**src/sv/ssu_pkg.sv**
```systemverilog
// Package for the sensor smoothing and slope unit.
// Holds field widths, CSR indexes, conversion constants and conversion functions.
// No dependencies.
package ssu_pkg;

   localparam int TEMP_IN_W   = 15;
   localparam int HUMID_IN_W  = 17;
   localparam int PRESS_IN_W  = 17;
   localparam int TEMP_W      = 17;
   localparam int HUMID_W     = 18;
   localparam int PRESS_W     = 18;
   localparam int SHIFT_W     = 4;
   localparam int CSR_ADDR_W  = 2;
   localparam int REQ_DATA_W  = 56;
   localparam int REQ_USER_W  = 2;
   localparam int RSP_DATA_W  = 72;

   localparam int SLOPE_WINDOW_DEF = 16;
   localparam int HUMID_TAPS       = 4;
   localparam int RING_W           = $clog2(HUMID_TAPS);
   localparam int HSUM_W           = HUMID_W + RING_W;

   localparam logic [SHIFT_W-1:0] SHIFT_RESET = 4'd4;

   localparam logic signed [TEMP_W-1:0]  TEMP_INVALID  = -17'sd256;
   localparam logic signed [HUMID_W-1:0] HUMID_INVALID = -18'sd1024;
   localparam logic signed [TEMP_W-1:0]  SAT_MAX       = 17'sd65535;
   localparam logic signed [TEMP_W-1:0]  SAT_MIN       = -17'sd65536;

   // floor(m / 125) = (m * ceil(2^32 / 125)) >> 32 for m below 2^25
   localparam logic [25:0] TEMP_RECIP  = 26'd34359739;
   // 576 * c + 62 + 125 * 76000 keeps the dividend positive
   localparam logic signed [25:0] TEMP_OFFSET = 26'sd9500062;
   // removes the 76000 bias and adds 32 F in Q8
   localparam logic signed [19:0] TEMP_UNBIAS = 20'sd67808;
   // round(2^42 * 6144000 / 5079583)
   localparam logic [42:0] PRESS_RECIP = 43'd5319648830273;
   localparam logic [59:0] PRESS_ROUND = 60'd2199023255552;

   typedef enum logic [CSR_ADDR_W-1:0] {
      CSR_TEMP_SHIFT  = 2'd0,
      CSR_PRESS_SHIFT = 2'd1
   } csr_index_type;

   function automatic logic signed [TEMP_W-1:0] sat_slope(input logic signed [TEMP_W:0] v);
      logic signed [TEMP_W-1:0] r;
      if (v > 18'sd65535) begin
         r = SAT_MAX;
      end else if (v < -18'sd65536) begin
         r = SAT_MIN;
      end else begin
         r = v[TEMP_W-1:0];
      end
      return r;
   endfunction

   function automatic logic signed [TEMP_W-1:0] temp_to_fq8(
      input logic signed [TEMP_IN_W-1:0] c);
      logic signed [25:0] ms;
      logic [24:0]        m;
      logic [50:0]        prod;
      logic [18:0]        q;
      logic signed [19:0] r;
      logic signed [TEMP_W-1:0] f;
      ms   = 26'(c) * 26'sd576 + TEMP_OFFSET;
      m    = ms[24:0];
      prod = 51'(m) * 51'(TEMP_RECIP);
      q    = prod[50:32];
      r    = $signed({1'b0, q}) - TEMP_UNBIAS;
      if (r > 20'sd65535) begin
         f = SAT_MAX;
      end else if (r < -20'sd65536) begin
         f = SAT_MIN;
      end else begin
         f = r[TEMP_W-1:0];
      end
      return f;
   endfunction

   function automatic logic [PRESS_W-1:0] press_to_q12(input logic [PRESS_IN_W-1:0] pa);
      logic [59:0] prod;
      prod = 60'(pa) * 60'(PRESS_RECIP) + PRESS_ROUND;
      return prod[59:42];
   endfunction

endpackage

```
**src/sv/sensor_smoothing_slope_unit.sv**
```systemverilog
// Sensor smoothing and slope unit: top level.
// Depends on ssu_pkg for widths, CSR indexes and unit conversions.
//
// Usage:
//   Requests enter on req_* (tvalid/tready). Each request is one measurement
//   set; exactly one result leaves on rsp_* per request, in order.
//   A request is converted to F in Q8 and inHg in Q12 as it is taken into the
//   input register; the filters, humidity ring and slope window update as it
//   moves into the result register, whose valid bit drives rsp_tvalid; one
//   request is taken every cycle while rsp_tready is high.
//   The filter and window state is the result register itself, so the
//   feedback through the filter update sets the one-cycle rate.
//   rsp_tlast marks the request that closed a slope window; rsp_tuser is the
//   sticky new-slope flag, cleared by the request's slope_ack bit.
//   When rsp_tready is low the result holds, the input register still takes
//   one request, and req_tready then drops until the result is taken.
//   Filter shifts must be written through csr_* only while no request is in
//   flight; the block does not enforce this. Synchronous reset empties both
//   registers, clears all filter state save the humidity ring, sets both
//   shifts to 4; the first request after reset seeds the filters and the ring.
module sensor_smoothing_slope_unit
   import ssu_pkg::*;
#(
   parameter int SLOPE_WINDOW = SLOPE_WINDOW_DEF
) (
   input  logic                  clock,
   input  logic                  reset,
   input  logic                  req_tvalid,
   output logic                  req_tready,
   // temp_centi[14:0], humid_raw[31:15], press_pa[48:32], slope_ack[49], zero pad
   input  logic [REQ_DATA_W-1:0] req_tdata,
   // temp_ok[0], humid_ok[1]
   input  logic [REQ_USER_W-1:0] req_tuser,
   output logic                  rsp_tvalid,
   input  logic                  rsp_tready,
   // temp_f_q8[16:0], humid_avg[34:17], press_inhg_q12[52:35], slope_value[69:53], zero pad
   output logic [RSP_DATA_W-1:0] rsp_tdata,
   // new_slope[0]
   output logic                  rsp_tuser,
   output logic                  rsp_tlast,
   input  logic                  csr_we,
   input  logic [CSR_ADDR_W-1:0] csr_addr,
   input  logic [SHIFT_W-1:0]    csr_wdata
);

   localparam int WIN_W = $clog2(SLOPE_WINDOW);
   localparam logic [WIN_W-1:0] WIN_LAST = WIN_W'(SLOPE_WINDOW - 1);
   localparam logic [RING_W-1:0] RING_LAST = RING_W'(HUMID_TAPS - 1);

   logic [SHIFT_W-1:0] temp_shift_ff, temp_shift_in;
   logic [SHIFT_W-1:0] press_shift_ff, press_shift_in;

   logic                       in_valid_ff, in_valid_in;
   logic signed [TEMP_W-1:0]   tx_ff, tx_in;
   logic signed [HUMID_W-1:0]  hx_ff, hx_in;
   logic [PRESS_W-1:0]         px_ff, px_in;
   logic                       ack_ff, ack_in;

   logic                       out_valid_ff, out_valid_in;
   logic                       primed_ff, primed_in;
   logic signed [TEMP_W-1:0]   temp_filt_ff, temp_filt_in;
   logic [PRESS_W-1:0]         press_filt_ff, press_filt_in;
   logic signed [HUMID_W-1:0]  humid_ring_ff [HUMID_TAPS];
   logic signed [HUMID_W-1:0]  humid_ring_in [HUMID_TAPS];
   logic [RING_W-1:0]          ring_pos_ff, ring_pos_in;
   logic [WIN_W-1:0]           win_count_ff, win_count_in;
   logic signed [TEMP_W-1:0]   win_first_ff, win_first_in;
   logic signed [TEMP_W-1:0]   slope_ff, slope_in;
   logic                       flag_ff, flag_in;
   logic signed [HUMID_W-1:0]  havg_ff, havg_in;
   logic                       done_ff, done_in;

   logic                       req_take;
   logic                       advance;
   logic signed [TEMP_W-1:0]   t_base;
   logic signed [TEMP_W:0]     t_diff;
   logic [PRESS_W-1:0]         p_base;
   logic signed [PRESS_W:0]    p_diff;
   logic signed [HSUM_W-1:0]   h_sum;
   logic signed [TEMP_W-1:0]   first_eff;
   logic                       win_end;

   assign advance    = in_valid_ff && (!out_valid_ff || rsp_tready);
   assign req_tready = !in_valid_ff || advance;
   assign req_take   = req_tvalid && req_tready;

   assign rsp_tvalid = out_valid_ff;
   assign rsp_tdata  = {2'b00, slope_ff, press_filt_ff, havg_ff, temp_filt_ff};
   assign rsp_tuser  = flag_ff;
   assign rsp_tlast  = done_ff;

   always_comb begin
      temp_shift_in  = temp_shift_ff;
      press_shift_in = press_shift_ff;
      if (csr_we) begin
         unique case (csr_addr)
            CSR_TEMP_SHIFT:  temp_shift_in  = csr_wdata;
            CSR_PRESS_SHIFT: press_shift_in = csr_wdata;
            default: ;
         endcase
      end
   end

   // convert on the way into the input register
   always_comb begin
      in_valid_in = req_take || (in_valid_ff && !advance);
      tx_in  = tx_ff;
      hx_in  = hx_ff;
      px_in  = px_ff;
      ack_in = ack_ff;
      if (req_take) begin
         tx_in  = req_tuser[0] ? temp_to_fq8($signed(req_tdata[14:0])) : TEMP_INVALID;
         hx_in  = req_tuser[1] ? $signed({1'b0, req_tdata[31:15]}) : HUMID_INVALID;
         px_in  = press_to_q12(req_tdata[48:32]);
         ack_in = req_tdata[49];
      end
   end

   always_comb begin
      out_valid_in  = advance || (out_valid_ff && !rsp_tready);
      primed_in     = primed_ff;
      temp_filt_in  = temp_filt_ff;
      press_filt_in = press_filt_ff;
      ring_pos_in   = ring_pos_ff;
      win_count_in  = win_count_ff;
      win_first_in  = win_first_ff;
      slope_in      = slope_ff;
      flag_in       = flag_ff;
      havg_in       = havg_ff;
      done_in       = done_ff;

      t_base = primed_ff ? temp_filt_ff : tx_ff;
      t_diff = (TEMP_W+1)'(tx_ff) - (TEMP_W+1)'(t_base);
      p_base = primed_ff ? press_filt_ff : px_ff;
      p_diff = $signed({1'b0, px_ff}) - $signed({1'b0, p_base});

      h_sum = '0;
      for (int i = 0; i < HUMID_TAPS; i++) begin
         if (!primed_ff || ring_pos_ff == RING_W'(i)) begin
            humid_ring_in[i] = hx_ff;
         end else begin
            humid_ring_in[i] = humid_ring_ff[i];
         end
         h_sum = h_sum + HSUM_W'(humid_ring_in[i]);
      end

      win_end = (win_count_ff == WIN_LAST);

      if (advance) begin
         primed_in     = 1'b1;
         temp_filt_in  = TEMP_W'((TEMP_W+1)'(t_base) + (t_diff >>> temp_shift_ff));
         press_filt_in = PRESS_W'($signed({1'b0, p_base}) + (p_diff >>> press_shift_ff));
         ring_pos_in   = (ring_pos_ff == RING_LAST) ? '0 : ring_pos_ff + 1'b1;
         havg_in       = HUMID_W'(h_sum >>> RING_W);
         first_eff     = (win_count_ff == '0) ? temp_filt_in : win_first_ff;
         win_first_in  = first_eff;
         win_count_in  = win_end ? '0 : win_count_ff + 1'b1;
         flag_in       = (flag_ff && !ack_ff) || win_end;
         done_in       = win_end;
         if (win_end) begin
            slope_in = sat_slope((TEMP_W+1)'(temp_filt_in) - (TEMP_W+1)'(first_eff));
         end
      end else begin
         first_eff = win_first_ff;
      end
   end

   always_ff @(posedge clock) begin
      tx_ff   <= tx_in;
      hx_ff   <= hx_in;
      px_ff   <= px_in;
      ack_ff  <= ack_in;
      havg_ff <= havg_in;
      if (advance) begin
         for (int i = 0; i < HUMID_TAPS; i++) begin
            humid_ring_ff[i] <= humid_ring_in[i];
         end
      end
      if (reset) begin
         temp_shift_ff  <= SHIFT_RESET;
         press_shift_ff <= SHIFT_RESET;
         in_valid_ff    <= 1'b0;
         out_valid_ff   <= 1'b0;
         primed_ff      <= 1'b0;
         temp_filt_ff   <= '0;
         press_filt_ff  <= '0;
         ring_pos_ff    <= '0;
         win_count_ff   <= '0;
         win_first_ff   <= '0;
         slope_ff       <= '0;
         flag_ff        <= 1'b0;
         done_ff        <= 1'b0;
      end else begin
         temp_shift_ff  <= temp_shift_in;
         press_shift_ff <= press_shift_in;
         in_valid_ff    <= in_valid_in;
         out_valid_ff   <= out_valid_in;
         primed_ff      <= primed_in;
         temp_filt_ff   <= temp_filt_in;
         press_filt_ff  <= press_filt_in;
         ring_pos_ff    <= ring_pos_in;
         win_count_ff   <= win_count_in;
         win_first_ff   <= win_first_in;
         slope_ff       <= slope_in;
         flag_ff        <= flag_in;
         done_ff        <= done_in;
      end
   end

endmodule

```
**config.mk**
```make
export PLATFORM = sky130hd
export DESIGN_NAME = sensor_smoothing_slope_unit
export DESIGN_NICKNAME = d
export VERILOG_FILES = /design/src/sv/ssu_pkg.sv /design/src/sv/sensor_smoothing_slope_unit.sv
export SDC_FILE = /design/constraint.sdc
export NUM_CORES = 2
export LEC_CHECK = 0
export ABC_AREA = 1
export BUFFER_PORTS_ARGS = -buffer_cell sky130_fd_sc_hd__buf_2
export CAP_MARGIN = 10
export CORE_ASPECT_RATIO = 0.75
export CORE_UTILIZATION = 49
export DETAILED_ROUTE_END_ITERATION = 12
export PLACE_DENSITY = 0.69
export SLEW_MARGIN = 20
export SYNTH_ARGS = -nofsm -noshare
export SYNTH_HDL_FRONTEND = slang
export SYNTH_SLANG_ARGS = --single-unit
```
**constraint.sdc**
```tcl
create_clock -name clock -period 9.65 [get_ports clock]
set_clock_uncertainty 0.2 [all_clocks]
set_input_delay 0.4825 -clock clock [delete_from_list [all_inputs] [get_ports clock]]
set_output_delay 0.4825 -clock clock [all_outputs]
set_load 0.01 [all_outputs]
```
* Word level (Yosys, flattened, before mapping)
Memory sizes are Yosys's and may differ from the RTL's.
Cells that the tools add are included.
** Word-level totals
- Register bits after elaboration :: 160
- Word-level logic and storage cells :: 92
- Memories kept :: 1
- Bits in writable memories :: 72
** Cells by class
- Shift operators :: 2
- Order comparisons :: 4
- Bitwise gates (word level) :: 1
- Multipliers :: 3
- Muxes and demuxes :: 16
- Add/sub/neg operators :: 13
- Eq/ne operators :: 5
- Reductions and logical operators :: 27
** Memories
- humid_ring_ff :: depth 4, width 18, read ports 4, clocked after memory_dff 0, wr ports 4, RTL line sensor_smoothing_slope_unit.sv:63 : logic signed [HUMID_W-1:0] humid_ring_ff [HUMID_TAPS];
** Operators with widths (count)
- two-way mux 18 bit :: 6
- two-way mux 17 bit :: 6
- adder 60 x 42 -> 60 bit, second input constant :: 1
- multiplier 17 x 43 -> 60 bit, second input constant :: 1
- multiplier 25 x 26 -> 51 bit, second input constant :: 1
- subtractor 17 x 17 -> 18 bit :: 2
- adder 25 bit, second input constant :: 1
- adder 19 x 18 -> 20 bit :: 1
- adder 20 x 18 -> 20 bit :: 1
- > comparator 20 x 17 -> 1 bit, second input constant :: 1
- less-than comparator 20 x 17 -> 1 bit, second input constant :: 1
- subtractor 19 x 17 -> 20 bit, second input constant :: 1
- adder 18 x 18 -> 19 bit :: 1
- multiplier 15 x 5 -> 19 bit, second input constant :: 1
- >>> shifter 19 x 4 -> 18 bit :: 1
- subtractor 18 x 18 -> 19 bit :: 1
- adder 18 bit :: 1
- > comparator 18 x 17 -> 1 bit, second input constant :: 1
- less-than comparator 18 x 17 -> 1 bit, second input constant :: 1
- >>> shifter 18 x 4 -> 17 bit :: 1
- adder 17 bit :: 1
- logical OR 1 bit :: 9
- logical NOT 1 bit :: 6
- AND reduction 2 bit :: 3
- other kinds (13) :: 21

* Depth between registers and ports, before layout
- Word-level depth :: 9
- Gate-level depth with buffers :: 60

* Least setup slack after synthesis
Ideal clock, no wire load.
- Kind :: input -> register
- From :: input req_tdata[1]
- To :: register tx_ff[11] (data pin)
- Stages on the path :: 46
- Data arrival time :: 8.683 ns
- Setup slack :: 0.492 ns
- Cells stage by stage :: ha_1 > ha_1 > fa_1 > nand3_1 > nand2_1 > xor2_1 > nor2_1 > and2_1 > nor3_1 > nand2_1 > nand2_1 > xor2_1 > inv_1 > fa_1 > inv_1 > ha_1 > fa_1 > fa_1 > [10 not listed] > a21oi_1 > nor2_1 > nor2_1 > nand2_1 > nand2_1 > nand2_1 > ha_1 > nand3_1 > nand2_1 > inv_2 > nand2_1 > nand2_2 > nand2_2 > nand2_1 > nand2_2 > nor2_4 > o21bai_4 > nand3_1
** On the way
- Cells in the longest elaborated chain, start to end :: 6
** RTL lines
- from (decl) :: RTL line sensor_smoothing_slope_unit.sv:31 : input logic [REQ_DATA_W-1:0] req_tdata,
- multiplier 15 x 5 -> 19 bit (*) :: RTL line ssu_pkg.sv:65 : ms = 26'(c) * 26'sd576 + TEMP_OFFSET;
- adder 25 bit (*) :: RTL line ssu_pkg.sv:65
- multiplier 25 x 26 -> 51 bit (*) :: RTL line ssu_pkg.sv:67 : prod = 51'(m) * 51'(TEMP_RECIP);
- subtractor 19 x 17 -> 20 bit (*) :: RTL line ssu_pkg.sv:69 : r = $signed({1'b0, q}) - TEMP_UNBIAS;
- less-than comparator 20 x 17 -> 1 bit / > comparator 20 x 17 -> 1 bit (equally long branches) :: RTL line ssu_pkg.sv:72, ssu_pkg.sv:70
- two-way mux 17 bit / OR reduction 2 bit (equally long branches)
- to (signal assigned) :: RTL line sensor_smoothing_slope_unit.sv:169 : tx_ff <= tx_in;
- to (decl) :: RTL line sensor_smoothing_slope_unit.sv:54 : logic signed [TEMP_W-1:0] tx_ff, tx_in;
Every way passes the cells marked *; elsewhere a longest branch is shown, timed or not.
A chain may end at the register's enable or synchronous reset.

* Worst setup path in the final report
- From :: input req_tdata[1]
- To :: register tx_ff[0] (data pin)
** On the way
- Cells in the longest elaborated chain, start to end :: 7
** RTL lines
- multiplier 15 x 5 -> 19 bit (*) :: RTL line ssu_pkg.sv:65
- adder 25 bit (*) :: RTL line ssu_pkg.sv:65
- multiplier 25 x 26 -> 51 bit (*) :: RTL line ssu_pkg.sv:67
- subtractor 19 x 17 -> 20 bit (*) :: RTL line ssu_pkg.sv:69
- less-than comparator 20 x 17 -> 1 bit :: RTL line ssu_pkg.sv:72 : end else if (r < -20'sd65536) begin
- two-way mux 17 bit :: RTL line ssu_pkg.sv:72
- two-way mux 17 bit (*) :: RTL line ssu_pkg.sv:70 : if (r > 20'sd65535) begin
Marks and branches as above.

==> reports/results.txt <==
status - finished, final reports clean
vias in the first global route - 30.2k
Post-synth ARST share - 0%
Critical Path RT - 9.72 ns
Final Max Slew Viols - 0
unrepaired setup endpoints after global routing - false
RD Place Congestion - 1.03
synthesized area per cell - 8.02 µm²
minimum clock period - 8.99 ns
HP Class - in2reg
Warnings, synthesis - 0
setup TNS - 0 ns
Clock Pin Slew Worst Setup and Hold Paths - 0.06 ns
Horiz. Die Dim - 323 µm
Final Hold Viols - 0
GR Overflow Total - 0
final worst-path cycle share - 93.2%
CTS tree - built
Remaining DRCs - 0
fin worst setup slack - 0.656 ns
Die ar. - 78500 µm²
Critical Path Most Common Cell - nand2_1
I/O pin count - 145
Worst-Skew Late Latency - 0.54 ns
count of mapped cells out of synthesis - 4723
Post-synth top flop - edfxtp_1
Post-DP HPWL - 86.1 mm
Placement Rows - 87
synthesized flop and latch total - 232
slowest CP cell - fa_1
Max Cap Viol - 0
routed length per instance - 17.0 µm
CP arrival - 9.06 ns
die height - 243 µm
Post-synth EDFFs - 144
Final Routed Wirelength - 101 mm
WP buf/inv - 10
crit-path max FO - 7
post-route cell area - 41000 µm²
Seq/Total Area, Yosys - 16.1%
area post-placement - 40000 µm²
cts bufs inserted - 25
Worst setup EP type - register
CTS max path bufs - 3
Least-Margin Pin Slew - 1.02 ns
All-Layer GR Usage - 26.1%
Core Util, Final - 54.1%
Distinct cells, synth - 56
Vias - 31.0k
antenna violations before repair - 3
Nets - 5946
Crit Path Class - in2reg
Slew HR - 31.9%
Clock Tree Root - clkbuf_16
area grow syn2layout - 8.29%
first-pass GRT wire length - 162 mm
drt first pass iters - 6
Syn Std Cell Area - 37900 µm²
core area - 75900 µm²
CP peak stage delay - 0.55 ns
number of routed nets with antenna violations - 0
family with the most delay on the worst path - adder cells
DP Worst Slack - -0.0452 ns
H-tree lvl count - 1
IO Port Bufs - 136
Initial Utilization - 49.9%
share of layout cells above drive strength 1 - 8.43%
top achievable clock speed - 111 MHz
vias per cell - 5.24
DRT iter0 DRCs - 2261
largest net degree at the start of global routing - 78
CP Launch Type - input pin
Clock Sinks - 232
Final setup viols - 0
-- final cells by class --
cell class	count	area [µm²]
sequential	232	6090
antenna	1	2.50
timing repair buffer	201	1200
clock buffer	38	766
clock inverter	6	57.6
fill	7232	34800
inverter	1095	4110
multi-input combinational	3328	27500
tap	1023	1280
-- sequential cells by signal (all words and copies together) (netlist names), 2 cells and up --
signal / cells
havg_ff: 18
humid_ring_ff: 72
hx_ff: 18
press_filt_ff: 18
press_shift_ff: 4
px_ff: 18
ring_pos_ff: 2
slope_ff: 17
temp_filt_ff: 17
temp_shift_ff: 4
tx_ff: 17
win_count_ff: 4
win_first_ff: 17
-- repair_timing --
| item | CTS | global route |
|---|---|---|
| resized for setup | 0 | 23 |
| setup buffers | 0 | 4 |
| hold buffers | 11 | 0 |
| hold endpoints to repair | 11 | 0 |
| setup endpoints to repair | 0 | 16 |
-- worst paths after layout --
check	cells after the start	slack [ns]	end	start
setup / recovery	50	0.66	tx_ff[0]	req_tdata[1]
hold / removal	3	0.02	hx_ff[5]	req_tdata[20]
setup reg to reg	44	1.20	slope_ff[3]	primed_ff
hold reg to reg	2	0.27	rsp_tuser	rsp_tuser
-- placed cells by master, fill, tap and decap left out, types with 31 or more instances in the layout --
cell	count
edfxtp_1	144
nor2_1	208
fa_1	428
buf_2	136
buf_4	54
o21ai_0	264
mux2_2	68
xnor2_1	47
xor2_1	82
dfxtp_1	87
nand2_1	871
nand3_1	188
or2_2	31
inv_1	1077
a21oi_1	292
ha_1	565
-- worst reg2reg max path, delay by kind of cell (launching register included) --
family                     cells  cell delay [ns]
xor gates and xnor gates       2             0.49
and+or+nand+nor               22             2.82
AOI/OAI and AO/OA             12             2.27
adders and majority gates      4             1.34
buffers and inverters          4             0.54
DFF                            1             0.71
-- logic make-up (layout without fill, tap and decap cells) --
family                     count (synthesis)  after routing  share of synthesized area (%)
AOI/OAI and AO/OA                        692            693                           9.95
xor gates and xnor gates                 132            132                           3.05
adders and majority gates                994            994                           41.3
buffers and inverters                   1165           1340                           11.6
DFF                                      232            232                           16.1
muxes                                     75             75                           2.21
other                                      1              3                        0.00990
and+or+nand+nor                         1432           1432                           15.8
-- stage by stage --
| step | hold WS [ns] | instances |
|---|---|---|
| final | 0.0192 | 5924 |
| after global routing | 0.0141 | 5923 |
| after CTS | 0.000304 | 5918 |
| after detailed placement | 0.256 | 5863 |
| after global placement | 0.250 | 5863 |
| after floorplan | 0.234 | 4724 |
-- layer usage --
layer	global-route usage, %	vias to the layer above	part of all wire (%)
met5	0	-	0.022
met4	4.92	4	1.8
met3	6.68	118	9.7
met2	37.5	1015	40
met1	39.2	14600	48
li1	-	15300	-
-- cells in the mapped netlist, types with 6 or more instances --
library cell,number,area [µm²]
a21o_1,15,113
a21oi_1,295,1480
a31oi_1,29,181
and2_1,6,37.5
buf_1,6,22.5
clkbuf_1,60,225
dfxtp_1,88,1760
edfxtp_1,144,4320
fa_1,429,8590
ha_1,565,7070
inv_1,1079,4050
inv_2,12,45.0
mux2_2,68,766
mux2i_1,7,70.1
nand2_1,876,3290
nand2_2,18,113
nand3_1,189,946
nand3b_1,9,67.6
nand4_1,27,169
nor2_1,214,803
nor2_2,15,93.8
nor3_1,29,145
nor4_1,8,50.1
o211ai_1,26,195
o21a_1,6,45.0
o21ai_0,264,1320
o21ai_1,12,60.1
o21bai_1,15,113
or2_2,31,194
xnor2_1,47,412
xor2_1,85,744
Power is not shown: default switching activity piles up to over one toggle a cycle in this logic, so the estimate is an artifact.
